===== config.mk =====
export PLATFORM = sky130hd
export DESIGN_NAME = r2fft_bfly
export DESIGN_NICKNAME = d
export VERILOG_FILES = /design/src/hw/rtl/r2fft_pkg.sv /design/src/hw/rtl/r2fft_bfly.sv
export SDC_FILE = /design/constraint.sdc
export NUM_CORES = 2
export LEC_CHECK = 0
export ABC_AREA = 1
export ABC_CLOCK_PERIOD_IN_PS = 10200
export BUFFER_PORTS_ARGS = -buffer_cell sky130_fd_sc_hd__buf_4
export CAP_MARGIN = 40
export CORE_MARGIN = 4
export CORE_UTILIZATION = 25
export DETAILED_ROUTE_END_ITERATION = 8
export HOLD_SLACK_MARGIN = 0.02
export SLEW_MARGIN = 0
export SYNTH_ARGS = -nofsm -noshare
export SYNTH_HDL_FRONTEND = slang
export SYNTH_SLANG_ARGS = --single-unit
export TNS_END_PERCENT = 50

===== constraint.sdc =====
create_clock -name i_clk -period 10.2 [get_ports i_clk]
set_input_delay 2.04 -clock i_clk [delete_from_list [all_inputs] [get_ports i_clk]]
set_output_delay 2.04 -clock i_clk [all_outputs]
set_load 0.02 [all_outputs]

===== src/hw/rtl/r2fft_pkg.sv =====
`default_nettype none
package r2fft_pkg;

    localparam int WORK_BITS = 25;

    // action field of an input transaction
    localparam logic ACT_LOAD = 1'b0;
    localparam logic ACT_READ = 1'b1;

    typedef enum logic [2:0] {
        ST_IDLE,
        ST_PERM,
        ST_SWAP,
        ST_RD,
        ST_MUL,
        ST_ADD,
        ST_WR,
        ST_OUT
    } t_state;

    // result of one butterfly
    typedef struct packed {
        logic signed [WORK_BITS-1:0] ur;
        logic signed [WORK_BITS-1:0] ui;
        logic signed [WORK_BITS-1:0] vr;
        logic signed [WORK_BITS-1:0] vi;
    } t_bfly;

    function automatic logic signed [WORK_BITS-1:0] sat_work(input logic signed [WORK_BITS+1:0] x);
        logic signed [WORK_BITS+1:0] hi;
        logic signed [WORK_BITS+1:0] lo;
        hi = (WORK_BITS+2)'((64'sd1 <<< (WORK_BITS-1)) - 64'sd1);
        lo = -(WORK_BITS+2)'(64'sd1 <<< (WORK_BITS-1));
        if (x > hi) return hi[WORK_BITS-1:0];
        if (x < lo) return lo[WORK_BITS-1:0];
        return x[WORK_BITS-1:0];
    endfunction

endpackage
`default_nettype wire


===== src/hw/rtl/r2fft_bfly.sv =====
`default_nettype none
// shared butterfly unit: multiply stage registered, then add/subtract with saturation
module r2fft_bfly #(
    parameter int TWIDDLE_BITS = 16
) (
    input  wire                                       i_clk,
    input  wire                                       i_mul_en,
    input  wire                                       i_add_en,
    input  wire  signed [r2fft_pkg::WORK_BITS-1:0]    i_ur,
    input  wire  signed [r2fft_pkg::WORK_BITS-1:0]    i_ui,
    input  wire  signed [r2fft_pkg::WORK_BITS-1:0]    i_xr,
    input  wire  signed [r2fft_pkg::WORK_BITS-1:0]    i_xi,
    input  wire  signed [TWIDDLE_BITS-1:0]            i_wc,
    input  wire  signed [TWIDDLE_BITS-1:0]            i_ws,
    output r2fft_pkg::t_bfly                          o_res
);
    localparam int W = r2fft_pkg::WORK_BITS;
    localparam int PW = W + TWIDDLE_BITS;
    localparam int SW = PW + 1;

    logic signed [PW-1:0] r_p0, r_p1, r_p2, r_p3;
    logic signed [SW-1:0] s_vr, s_vi;
    logic signed [W+1:0]  s_vr_n, s_vi_n;

    // four products, registered
    always_ff @(posedge i_clk) begin
        if (i_mul_en) begin
            r_p0 <= PW'(i_xr) * PW'(i_wc);
            r_p1 <= PW'(i_xi) * PW'(i_ws);
            r_p2 <= PW'(i_xi) * PW'(i_wc);
            r_p3 <= PW'(i_xr) * PW'(i_ws);
        end
    end

    // rounding, half up
    always_comb begin
        s_vr = SW'(r_p0) + SW'(r_p1) + (SW'(1) <<< (TWIDDLE_BITS - 2));
        s_vi = SW'(r_p2) - SW'(r_p3) + (SW'(1) <<< (TWIDDLE_BITS - 2));
        s_vr_n = (W+2)'(s_vr >>> (TWIDDLE_BITS - 1));
        s_vi_n = (W+2)'(s_vi >>> (TWIDDLE_BITS - 1));
    end

    always_ff @(posedge i_clk) begin
        if (i_add_en) begin
            o_res.ur <= r2fft_pkg::sat_work((W+2)'(i_ur) + s_vr_n);
            o_res.ui <= r2fft_pkg::sat_work((W+2)'(i_ui) + s_vi_n);
            o_res.vr <= r2fft_pkg::sat_work((W+2)'(i_ur) - s_vr_n);
            o_res.vi <= r2fft_pkg::sat_work((W+2)'(i_ui) - s_vi_n);
        end
    end
endmodule
`default_nettype wire


==> results.toml <==
[sta]
relSlewSlack_pct = 35.8
max_freq_mhz = 125
post-route-period-util_pct = 78.3
skew_ns = 0.0197
setup_violations = 0
fin_tns_setup_ns = 0
worst_slack_ns = 2.21
report.final.slew_viol_count = 0
whs_ns = 1.30
rsz0062_at_grt = "no"
finalHoldViolations = 0
tightest_slew_ns = 0.963
fin_crit_ns = 7.99

[placement]
place.gp.congestion = 0.953
placed_cell_area_um2 = 87500
hpwl_um = 209000
port_buffers = 234
post-place-ws_ns = 1.64

[global_routing]
grt_max_degree = 69
top_usage_layer = "met2"
overflow = 0
grt_usage_pct = 15.5
grt_use_met1_pct = 20.4
grt_first_pass_wirelength_um = 408000
grt_antenna_before_repair = 46
met2_usage_pct = 26.4
first_global_vias = 69200
grt.met3_usage_pct = 2.00

[yosys]
avgSynthCellArea_um2 = 7.80
synth_area_leaders = "fa_1 (38%), inv_1 (13%), nand2_1 (12%)"
async_flop_share_pct = 0
synth_edf_count = 264
synth-seq-area-share_pct = 9.70
syn-num-nets = 12800
yosys_most_used_dff = "edfxtp_1"
synth_cell_type_count = 55
synth_area_um2 = 81700
synth_top_area_share_pct = 38.1
ys_ff_latch = 264
yosysTopAreaCell = "fa_1"
yosysWarnings = 0
netlist_instances = 10500

[setup_path]
start_kind = "input port"
arrival_ns = 8.34
required_ns = 10.55
critical_path.endpoint_type = "flop"
crit_type = "input port to flop"
timing.critical_path.mode_cell = "fa_1"
slowest_delay_ns = 0.53
cp_slowest_cell = "fa_1"
cp_max_fo = 40
path_cells = "buf_4, buf_4, nand2_1, fa_1, inv_1, fa_1, inv_1, fa_1, inv_1, fa_1, inv_1, fa_1, inv_1, fa_1, ha_1, nand2_1, nor2_1, nand2_1, o21ai_0, a21oi_1, o21ai_0, xor2_1"

[drt]
drtAntennaViolNets = 0
drt_first_pass_iters = 6
wire_per_inst_um = 17.6
vias_per_cell = 4.43
wl_um = 259000
vias = 65400
drc = 0
drtIter0Drc = 4712

[floorplanning]
core_um2 = 325000
rows = 209
die_x_um = 580
initial_core_util_pct = 25.2
die_h_um = 580
io-pin-count = 235
die_area_um2 = 336000

[cts]
cts_buffers = 31
ctsResizeCount = 0
worstSkewPairLatency_ns = 0.64
clock_path_buffers = 3
cts_tree = "yes"
h-tree-depth = 1
postCtsSetupRepairBufs = 0
path_clk_slew_ns = 0.06
clock_tree.root_cell = "clkbuf_16"
cts_sinks = 264
postCtsHoldBufs = 0

[flow_run]
drv_cap = 0

[min_path]
min_path_type = "flop to flop"

[finish]
final_common_cell = "inv_1"
mostFrequentLayoutCells = "inv_1 (2913), nand2_1 (2626), fa_1 (1556), ha_1 (670), nor2_1 (532)"
fill_cells = 35400
final_nets = 12700
drive_above_1_share_pct = 4.13
area_growth_pct = 8.35
fin_area_um2 = 88600

[status]
outcome = "finished, final reports clean"
path summary, 6_finish.rpt:
path,start,to,slack [ns],cells after the start
worst min-delay path,r_p3[40]$_DFFE_PP_,o_res[24]$_SDFFCE_PN0P_,1.30,6
worst max-delay path,i_ws[8],r_p3[25]$_DFFE_PP_,2.21,22
worst max register to register,r_p3[21]$_DFFE_PP_,o_res[65]$_SDFFCE_PN1P_,4.66,23
worst min register to register,r_p3[40]$_DFFE_PP_,o_res[24]$_SDFFCE_PN0P_,1.30,6
kinds of logic after synthesis:
group	synth area share (%)
compound gates	5.62
xor+xnor	3.30
fa+ha+maj	48.4
buf+inv	15.4
flops	9.70
simple gates	17.6
registers in the layout (all words and copies together), names as in the netlist:
register	count
o_res	100
r_p0	41
r_p1	41
r_p2	41
r_p3	41
worst max-delay path, delay by kind of cell:
family                     cells  cell delay [ns]
adders and majority gates      7             3.40
buffers and inverters          7             1.11
AOI/OAI and AO/OA              3             1.03
and+or+nand+nor                4             0.56
xor gates and xnor gates       1             0.15
area by class of cell:
| cell class | count | area [um2] | area share, % |
|---|---|---|---|
| Timing Repair Buffer | 255 | 1990 | 2.25 |
| Tap cell | 4325 | 5410 | 6.11 |
| Inverter | 2924 | 11000 | 12.4 |
| Antenna cell | 24 | 60.1 | 0.0678 |
| Sequential cell | 264 | 7930 | 8.95 |
| Multi-Input combinational cell | 6906 | 61200 | 69.1 |
| Clock inverter | 24 | 225 | 0.254 |
| Clock buffer | 34 | 787 | 0.889 |
synthesized netlist by cell type (6+ instances only):
cell type,instances
inv_1,2913
nand2_1,2626
fa_1,1556
ha_1,670
nor2_1,532
a21oi_1,345
clkbuf_1,321
edfxtp_1,264
xor2_1,236
nand3_1,191
o21ai_0,182
xnor2_1,72
a21o_1,54
o21bai_1,53
a31oi_1,52
nor3_1,47
nand2_2,46
nand4_1,42
a21boi_0,27
nor4_1,27
buf_1,22
buf_2,17
o21a_1,16
buf_6,14
or2_2,13
inv_2,11
nand3b_1,11
nor2_2,11
buf_4,10
nand3_2,10
o211ai_1,10
o221ai_1,10
and3_1,9
a211oi_1,7
a31o_2,6
o21ai_1,6
o31ai_1,6
stage by stage:
stage | std cells | utilization [%]
floorplan | 10500 | -
global placement | 14700 | 26.9
detailed placement | 14700 | 26.9
CTS | 14700 | 27.3
global route | 14700 | 27.3
finish | 14800 | 27.3
metal layers:
metal | up-vias | part of all wire (%)
li1 | 30300 | -
met1 | 32800 | 43
met2 | 1893 | 48
met3 | 319 | 6.1
met4 | 26 | 3.0
met5 | - | 0.064
Power is not shown: default switching activity piles up to over one toggle a cycle in this logic, so the estimate is an artifact.
